`config.mk`:
```
export PLATFORM = sky130hd
export DESIGN_NAME = bounded_lifo_stack_with_search
export DESIGN_NICKNAME = d
export VERILOG_FILES = /design/src/design/lifo_pkg.sv /design/src/design/lifo_cell.sv /design/src/design/bounded_lifo_stack_with_search.sv
export SDC_FILE = /design/constraint.sdc
export NUM_CORES = 2
export LEC_CHECK = 0
export BUFFER_PORTS_ARGS = -buffer_cell sky130_fd_sc_hd__buf_2
export CELL_PAD_IN_SITES_DETAIL_PLACEMENT = 0
export CELL_PAD_IN_SITES_GLOBAL_PLACEMENT = 2
export CORE_MARGIN = 2
export CORE_UTILIZATION = 35
export DETAILED_ROUTE_END_ITERATION = 7
export MAX_ROUTING_LAYER = met4
export PLACE_DENSITY_LB_ADDON = 0.08
export SETUP_SLACK_MARGIN = 0.5
export SYNTH_ARGS = -nofsm -noshare
export SYNTH_HDL_FRONTEND = slang
export SYNTH_SLANG_ARGS = --single-unit
```
`constraint.sdc`:
```
create_clock -name clk -period 4.7 [get_ports clk]
set_clock_uncertainty 0.05 [all_clocks]
set_input_delay 0.705 -clock clk [delete_from_list [all_inputs] [get_ports clk]]
set_output_delay 0.705 -clock clk [all_outputs]
set_load 0.01 [all_outputs]
```
`src/design/lifo_pkg.sv`:
```
`timescale 1ns / 1ps
// ----------------------------------------------------------------------------
// lifo_pkg: shared types and codes for the bounded LIFO stack with search
// Holds the payload structs, the action codes and the per-cell control group.
// ----------------------------------------------------------------------------
package lifo_pkg;

  localparam logic [1:0] ACT_PUSH   = 2'd0;
  localparam logic [1:0] ACT_POP    = 2'd1;
  localparam logic [1:0] ACT_SEARCH = 2'd2;
  localparam logic [1:0] ACT_EDIT   = 2'd3;

  localparam logic [4:0] CAPACITY_RESET = 5'd16;

  typedef struct packed {
    logic [1:0]         action;
    logic signed [31:0] data_value;
    logic [3:0]         edit_index;
  } lifo_in_t;

  typedef struct packed {
    logic               ignored;
    logic               found;
    logic [3:0]         found_position;
    logic signed [31:0] top_value;
    logic               is_empty;
    logic [4:0]         fill_level;
  } lifo_out_t;

  // Broadcast controls that every cell of the chain sees in the same cycle.
  typedef struct packed {
    logic push;
    logic pop;
    logic edit;
    logic load_match;
    logic shift_match;
  } lifo_cell_ctl_t;

endpackage

```
`src/design/lifo_cell.sv`:
```
`timescale 1ns / 1ps
// ----------------------------------------------------------------------------
// lifo_cell: one entry of the stack chain
// Holds one word, shifts it to or from its neighbors on push and pop, takes an
// edit aimed at it, and keeps a match bit that moves deeper down the chain on a scan.
// ----------------------------------------------------------------------------
module lifo_cell #(
  parameter int CW  = 5,
  parameter int AW  = 4,
  parameter int IDX = 0
) (
  input  logic                     clk,
  input  logic                     rst,
  input  lifo_pkg::lifo_cell_ctl_t ctl,
  input  logic signed [31:0]       key,
  input  logic signed [31:0]       shift_in,
  input  logic signed [31:0]       pop_in,
  input  logic                     match_in,
  input  logic [CW-1:0]            count,
  input  logic [AW-1:0]            edit_cell,
  output logic signed [31:0]       value,
  output logic                     match
);

  always_ff @(posedge clk) begin
    if (ctl.push) begin
      value <= shift_in;
    end else if (ctl.pop) begin
      value <= pop_in;
    end else if (ctl.edit && (edit_cell == AW'(IDX))) begin
      value <= key;
    end
  end

  // Only cells holding a live entry may report a match.
  always_ff @(posedge clk) begin
    if (rst) begin
      match <= 1'b0;
    end else if (ctl.load_match) begin
      match <= (value == key) && (CW'(IDX) < count);
    end else if (ctl.shift_match) begin
      match <= match_in;
    end
  end

endmodule

```
`src/design/bounded_lifo_stack_with_search.sv`:
```
`timescale 1ns / 1ps
// ----------------------------------------------------------------------------
// bounded_lifo_stack_with_search: bounded LIFO of signed words with search
// A chain of DEPTH cells with the top of stack in cell 0. Push, pop and edit
// finish in the cycle of the transfer; search loads per-cell match bits and
// then shifts them deeper down the chain to find the lowest matching position.
// ----------------------------------------------------------------------------
// Timing: push, pop and edit results are registered at the input transfer
//   and shown in the next cycle; a new item can follow while the output does not stall.
// Search: the match bits load at the transfer, then the match scan shifts
//   deeper through the chain one cell per cycle while the output does not stall.
// Reset: fill level 0, capacity 16, no result pending; entries are undefined
//   until pushed.
module bounded_lifo_stack_with_search #(
  parameter int DEPTH = 16
) (
  input  logic               clk,
  input  logic               rst,
  input  logic               in_valid,
  output logic               in_stall,
  input  lifo_pkg::lifo_in_t in_data,
  output logic               out_valid,
  input  logic               out_stall,
  output lifo_pkg::lifo_out_t out_data,
  input  logic               cfg_valid,
  output logic               cfg_ready,
  input  logic [4:0]         cfg_data
);

  // Width of the fill count, of a cell address, and of the comparison spaces
  // used against the 5-bit capacity and the 4-bit edit index.
  localparam int CW = $clog2(DEPTH + 1);
  localparam int AW = $clog2(DEPTH);
  localparam int MW = (CW > 5) ? CW : 5;
  localparam int EW = (CW > 4) ? CW : 4;
  localparam int PW = CW + 1;

  localparam logic ST_IDLE = 1'b0;
  localparam logic ST_SCAN = 1'b1;

  logic          state;
  logic [CW-1:0] count;
  logic [CW-1:0] count_next;
  logic [4:0]    capacity;
  logic [AW-1:0] step;

  logic signed [31:0] cell_val   [DEPTH];
  logic               cell_match [DEPTH];

  lifo_pkg::lifo_cell_ctl_t ctl;
  lifo_pkg::lifo_out_t      result;

  logic          in_xfer;
  logic          out_busy;
  logic          load_out;
  logic          push_ok;
  logic          pop_ok;
  logic          edit_ok;
  logic [EW-1:0] edit_target;
  logic [AW-1:0] edit_cell;
  logic signed [31:0] key;
  logic signed [31:0] top_now;
  logic signed [31:0] top_after;
  logic          scan_hit;
  logic          scan_last;
  logic          scan_done;
  logic [PW-1:0] hit_pos;

  // --------------------------------------------------------------------------
  // Handshakes. The output register frees the input side as soon as the
  // pending result is being taken; a search holds the input until its scan
  // has delivered.
  // --------------------------------------------------------------------------
  assign out_busy  = out_valid && out_stall;
  assign in_stall  = (state == ST_SCAN) || out_busy;
  assign in_xfer   = in_valid && !in_stall;
  assign cfg_ready = 1'b1;

  assign key = in_data.data_value;

  // A push needs room under both the programmed capacity and the chain
  // length; an edit must aim below the fill level.
  assign push_ok = (MW'(count) < MW'(capacity)) && (count < CW'(DEPTH));
  assign pop_ok  = (count != '0);
  assign edit_ok = (EW'(in_data.edit_index) < EW'(count));

  // Position p from the bottom lives in cell count-1-p.
  assign edit_target = EW'(count) - EW'(1) - EW'(in_data.edit_index);
  assign edit_cell   = edit_target[AW-1:0];

  always_comb begin
    ctl = '0;
    if (in_xfer) begin
      case (in_data.action)
        lifo_pkg::ACT_PUSH:   ctl.push       = push_ok;
        lifo_pkg::ACT_POP:    ctl.pop        = pop_ok;
        lifo_pkg::ACT_SEARCH: ctl.load_match = 1'b1;
        lifo_pkg::ACT_EDIT:   ctl.edit       = edit_ok;
        default:              ctl            = '0;
      endcase
    end
    if ((state == ST_SCAN) && !out_busy && !scan_done) begin
      ctl.shift_match = 1'b1;
    end
  end

  always_comb begin
    count_next = count;
    if (ctl.push) begin
      count_next = count + CW'(1);
    end else if (ctl.pop) begin
      count_next = count - CW'(1);
    end
  end

  // --------------------------------------------------------------------------
  // The chain of cells. Cell 0 is the top of stack; a push shifts every word
  // one cell deeper, a pop pulls every word one cell up.
  // --------------------------------------------------------------------------
  for (genvar k = 0; k < DEPTH; k++) begin : g_cell
    logic signed [31:0] shift_in;
    logic signed [31:0] pop_in;
    logic               match_in;

    if (k == 0) begin : g_first
      assign shift_in = key;
      assign match_in = 1'b0;
    end else begin : g_rest
      assign shift_in = cell_val[k-1];
      assign match_in = cell_match[k-1];
    end

    if (k == DEPTH - 1) begin : g_last
      assign pop_in = cell_val[k];
    end else begin : g_inner
      assign pop_in = cell_val[k+1];
    end

    lifo_cell #(
      .CW  (CW),
      .AW  (AW),
      .IDX (k)
    ) u_cell (
      .clk       (clk),
      .rst       (rst),
      .ctl       (ctl),
      .key       (key),
      .shift_in  (shift_in),
      .pop_in    (pop_in),
      .match_in  (match_in),
      .count     (count),
      .edit_cell (edit_cell),
      .value     (cell_val[k]),
      .match     (cell_match[k])
    );
  end

  // --------------------------------------------------------------------------
  // Top of stack after the action, taken from the cell contents before the
  // clock edge.
  // --------------------------------------------------------------------------
  assign top_now = pop_ok ? cell_val[0] : 32'sd0;

  always_comb begin
    top_after = top_now;
    if (ctl.push) begin
      top_after = key;
    end else if (ctl.pop) begin
      top_after = (count_next != '0) ? cell_val[1] : 32'sd0;
    end else if (ctl.edit && (edit_cell == '0)) begin
      top_after = key;
    end
  end

  // --------------------------------------------------------------------------
  // Search scan. The deepest cell is checked each cycle while match bits move
  // deeper down the chain, so the first hit is the deepest live match, which is the
  // lowest position from the bottom. At step s the bit seen started in cell
  // DEPTH-1-s, which is position count-DEPTH+s.
  // --------------------------------------------------------------------------
  assign scan_hit  = cell_match[DEPTH-1];
  assign scan_last = (step == AW'(DEPTH - 1));
  assign scan_done = scan_hit || scan_last;
  assign hit_pos   = PW'(count) + PW'(step) - PW'(DEPTH);

  always_comb begin
    result                = '0;
    result.top_value      = top_after;
    result.is_empty       = (count_next == '0);
    result.fill_level     = 5'(count_next);
    if (state == ST_SCAN) begin
      result.found          = scan_hit;
      result.found_position = scan_hit ? 4'(hit_pos) : 4'd0;
    end else if (in_data.action == lifo_pkg::ACT_PUSH) begin
      result.ignored = !push_ok;
    end else if (in_data.action == lifo_pkg::ACT_POP) begin
      result.ignored = !pop_ok;
    end else if (in_data.action == lifo_pkg::ACT_EDIT) begin
      result.ignored = !edit_ok;
    end
  end

  // A result enters the output register at the transfer of a push, pop or
  // edit, or when a search scan ends while the output side is free.
  assign load_out = (in_xfer && (in_data.action != lifo_pkg::ACT_SEARCH)) ||
                    ((state == ST_SCAN) && !out_busy && scan_done);

  // --------------------------------------------------------------------------
  // Control registers.
  // --------------------------------------------------------------------------
  always_ff @(posedge clk) begin
    if (rst) begin
      state     <= ST_IDLE;
      count     <= '0;
      capacity  <= lifo_pkg::CAPACITY_RESET;
      step      <= '0;
      out_valid <= 1'b0;
    end else begin
      count     <= count_next;
      out_valid <= load_out || out_busy;
      if (cfg_valid && cfg_ready) begin
        capacity <= cfg_data;
      end
      case (state)
        ST_IDLE: begin
          if (in_xfer && (in_data.action == lifo_pkg::ACT_SEARCH)) begin
            state <= ST_SCAN;
            step  <= '0;
          end
        end
        ST_SCAN: begin
          if (!out_busy) begin
            if (scan_done) begin
              state <= ST_IDLE;
            end else begin
              step <= step + AW'(1);
            end
          end
        end
        default: state <= ST_IDLE;
      endcase
    end
  end

  // Result payload is loaded only when a transfer into the output register
  // happens, so a stalled result holds.
  always_ff @(posedge clk) begin
    if (load_out) begin
      out_data <= result;
    end
  end

  // --------------------------------------------------------------------------
  // Assertions.
  // --------------------------------------------------------------------------
  a_count_bound: assert property (@(posedge clk) disable iff (rst)
    count <= CW'(DEPTH))
    else $error("fill level beyond chain length");

  a_scan_blocks_input: assert property (@(posedge clk) disable iff (rst)
    (state == ST_SCAN) |-> in_stall)
    else $error("input taken during a search scan");

  a_push_into_empty: assert property (@(posedge clk) disable iff (rst)
    (in_xfer && (in_data.action == lifo_pkg::ACT_PUSH) && (count == '0) &&
     (capacity != 5'd0)) |=> ((count == CW'(1)) && (cell_val[0] == $past(key))))
    else $error("push into empty stack lost");

  a_empty_flag: assert property (@(posedge clk) disable iff (rst)
    (out_valid && $past(in_xfer) && !$past(rst)) |-> (out_data.is_empty == (count == '0)))
    else $error("empty flag disagrees with fill level");

endmodule
```
==> results.md <==
- Outcome: finished, final reports clean
- Netlist cell types: 62
- CTS tree: yes
- Crit. End Element: register
- Seq/Total Area, Yosys: 54.82%
- GRT Resource Usage Total: between 20 and 30%
- Startpoint types: register
- GRT busiest layer: met2
- Final setup fails: 0
- Initial Utilization: 35.24%
- Worst path max stage delay: between 700 and 800 ps
- Hold/Removal Path Class: in2reg
- Design Area, Final: roughly 0.036 mm²
- Worst-skew pair later-pin latency: approximately 630 ps
- Full die area: 0.09277 mm²
- Met3 track utilization from global routing: roughly 2.8%
- Global route overflow: 0
- RR Startpoint: count[2]$_SDFF_PP0_
- Drt drc: 0
- CTS Hold Bufs: 0
- Final min period: between 3000 and 4000 ps
- Post-synthesis cell area: roughly 0.032 mm²
- Number of vias per cell: between 6 and 7
- Net Count, Synth: about 2600
- Area Growth Syn to Fin: 12.58%
- Synth Warn #: 0
- Number of global-route vias before repair: 21910
- Reg2reg path depth: 9
- Most used cell, CP: o21ai_2
- Worst path slowest cell: dfxtp_1
- Fmax: 256.9 MHz
- Worst rel slew slack: between 20 and 25%
- WHS Path Cells: 3
- Crit path cell chain: ha_1, nand2_1, o21ai_1, a211o_4, o32a_1, o21ai_2, nor3_4, buf_12, o21ai_2
- Total CTS buffers: between 70 and 80
- # H-tree levels: 3
- R2r setup slk: 810 ps
- Cells after synthesis: ~2500
- Clock-pin slew on the worst setup and hold paths: ~60 ps
- Final period util: between 80 and 90%
- Worst slew pin tran: about 1200 ps
- Placed cell count: roughly 3600
- Clock Path Buffers: 3
- Worst VDD drop: 235.3 µV
- Primary FF master, synth: edfxtp_1
- Initial antenna violation count: 1
- Setup TNS: 0 ps
- Routed WL per cell: around 34 µm
- Lkg Pwr: ~0.012 µW
- Routing usage on met2: roughly two fifths
- First-pass DRT Iterations: 5
- Via count: between 20000 and 25000
- Final Hold Violating Endpoints: 0
- Routability cong.: between 0.9 and 1
- Synth async-reset ratio: 0%
- Final WL: about 130000 µm
- Initial DRC count: between 2000 and 3000
- CP bufs+invs: 1
- CTS root buf: clkbuf_16
- Hold Startpoint: cfg_data[4]
- Hold Crit Endpoint: capacity[4]$_SDFFE_PP1P_
- Hpwl dp: 94170 µm
- Worst path top cell family by delay: compound AO/OA/AOI/OAI gates
- Pins Over Slew Limit: 0
- Die Span Y: about 300 µm
- Largest fanout on the critical path: 28
- Die Width: 304.6 µm
- I/O Pins: 95
- Max Cap Viol: 0
- Worst reg2reg endpoint: out_data[9]$_DFFE_PP_
- Post-synth EDFFs: roughly 560
- RSZ-0062 raised after global routing: no
- CP arrival: 4210 ps
- Core footprint: about 0.09 mm²
- Clk sink count: between 500 and 600
- Placement-stage cell area: about 0.033 mm²
- Req. time, crit path: about 5000 ps
- Share of cells above drive strength 1: 12.90%
- GR Layer Usage met1: a little under two fifths
- Post-Layout Cell Count: roughly 3800
- Row cnt: 110
- #FFs+latches synth: between 500 and 600
- Antenna-violating nets left: 0
- Number of port buffers: between 90 and 100
- P per Cell Area: about 400 mW/mm²
- First-pass GRT wire length: roughly 180000 µm
- Pin count of the biggest net entering global routing: 197
- CP Class: reg2reg
- Syn avg cell area: 12.43 µm²
- Nets: around 2600
==> cells by family after synthesis <==
| group | Yosys count | share of synthesized area, % |
|---|---|---|
| DFF | 588 | 54.82 |
| muxes | 7 | 0.2216 |
| and+or+nand+nor | 504 | 7.945 |
| AOI/OAI and AO/OA | 600 | 17.77 |
| adders and majority gates | 21 | 0.8784 |
| buffers and inverters | 299 | 3.806 |
| xor gates and xnor gates | 525 | 14.54 |
| other | 1 | 0.01186 |
==> worst max path at each step <==
stage,startpoint,to,slack [ps],cells past startpoint
2_1_floorplan,count[3]$_SDFF_PP0_,g_cell[10].u_cell.value[0]$_DFFE_PP_,-350,9
4_1_cts,count[2]$_SDFF_PP0_,g_cell[12].u_cell.value[4]$_DFFE_PP_,550,7
3_3_place_gp,count[2]$_SDFF_PP0_,g_cell[12].u_cell.value[30]$_DFFE_PP_,660,7
5_1_grt,count[2]$_SDFF_PP0_,g_cell[15].u_cell.value[17]$_DFFE_PP_,600,8
6_report,count[2]$_SDFF_PP0_,out_data[9]$_DFFE_PP_,810,9
3_5_place_dp,count[2]$_SDFF_PP0_,g_cell[12].u_cell.value[30]$_DFFE_PP_,580,7
==> placed cells by master, fill, tap and decap left out, types with 10 or more instances in the layout <==
cell	synthesis	layout
o21ai_4	0	15
nor4_1	80	80
clkbuf_16	0	75
a221o_1	448	448
nor3_1	17	17
nor2_1	35	34
dfxtp_1	32	32
a21oi_1	18	18
buf_2	23	93
clkinv_2	0	10
ha_1	19	19
nand2_1	221	221
and3_1	37	36
buf_4	2	74
xnor2_1	264	264
inv_1	22	22
xor2_1	261	261
a22oi_1	34	34
o21ai_2	32	32
nand4_1	81	81
clkinv_1	0	12
edfxtp_1	556	556
clkbuf_1	207	23
==> worst reg2reg max path, delay by kind of cell, from the launching register on <==
family	cells	cell delay (ps)
compound gates	5	1750
simple gates	2	530
buf+inv	1	290
fa+ha+maj	1	260
flops	1	740
==> routing by layer <==
metal,part of all wire [%],wire length [µm],up-vias
met2,46,58220,986
li1,-,-,9981
met5,0,0,-
met1,45,56830,11900
met3,5.6,7119,165
met4,3.6,4618,0
==> synthesized netlist by cell type (2+ instances only) <==
cell	instances	area (µm²)
a21oi_1	18	90.09
nand3_1	10	50.05
nand2b_1	2	12.51
or2_2	2	12.51
a21o_1	2	15.01
xnor2_1	264	2312
nand3b_1	2	15.01
buf_1	39	146.4
buf_2	23	115.1
ha_1	19	237.7
nor2b_1	2	12.51
a2111oi_0	4	35.03
a32oi_1	4	35.03
nor4_1	80	500.5
a31oi_1	7	43.79
or3_1	2	12.51
inv_1	22	82.58
a22oi_1	34	255.2
and3_1	37	231.5
nor2_1	35	131.4
nand4_1	81	506.7
edfxtp_1	556	16700
dfxtp_1	32	640.6
nor3_1	17	85.08
a211oi_1	9	67.56
buf_4	2	15.01
xor2_1	261	2286
a221o_1	448	4484
fa_1	2	40.04
buf_6	6	67.56
o21ai_0	22	110.1
o32a_1	2	20.02
mux2i_1	7	70.07
o31ai_1	2	15.01
and2_1	4	25.02
o21ai_2	32	280.3
nand2_1	221	829.6
clkbuf_1	207	777.0
a311oi_1	3	26.28
==> layout make-up <==
class	count	area [µm²]
fill	8547	54130
sequential	588	17340
multi-input combinational	1658	13280
clock buffer	101	2004
tap	1176	1471
timing repair buffer	175	1181
clock inverter	29	241.5
inverter	22	82.58
antenna	1	2.502
==> stage by stage <==
| step | power, µW | utilization [%] | hold WS, ps | worst slack (ps) |
|---|---|---|---|---|
| finish | 14320 | 39.67 | 259.9 | 808.0 |
| global route | 14760 | 39.67 | 272.3 | 596.4 |
| CTS | 14380 | 39.59 | 235.1 | 545.7 |
| detailed placement | 8868 | 37.09 | 430.6 | 577.9 |
| global placement | 8844 | 37.09 | 428.3 | 658.6 |
| floorplan | 7929 | - | 402.0 | -351.7 |
==> registers in the layout (all words and copies together), names as in the netlist <==
name,flops
g_cell.u_cell.value,512
out_data,44
g_cell.u_cell.match,16
capacity,5
count,5
step,4
out_valid,1
state,1
==> power breakdown <==
group          leakage, µW  switching, µW  internal (µW)  total, µW
registers          0.00539            341           6230       6570
clock network      0.00110           2340           3190       5540
logic              0.00562           1440            777       2220
total               0.0121           4130          10200      14300
==> what timing repair did <==
item                                    4_1_cts  5_1_grt
endpoints found under the setup margin        0      192
setup buffers                                 0        8
gates resized for setup                       0        1
Note: power is estimated with default switching activity, not from simulation.
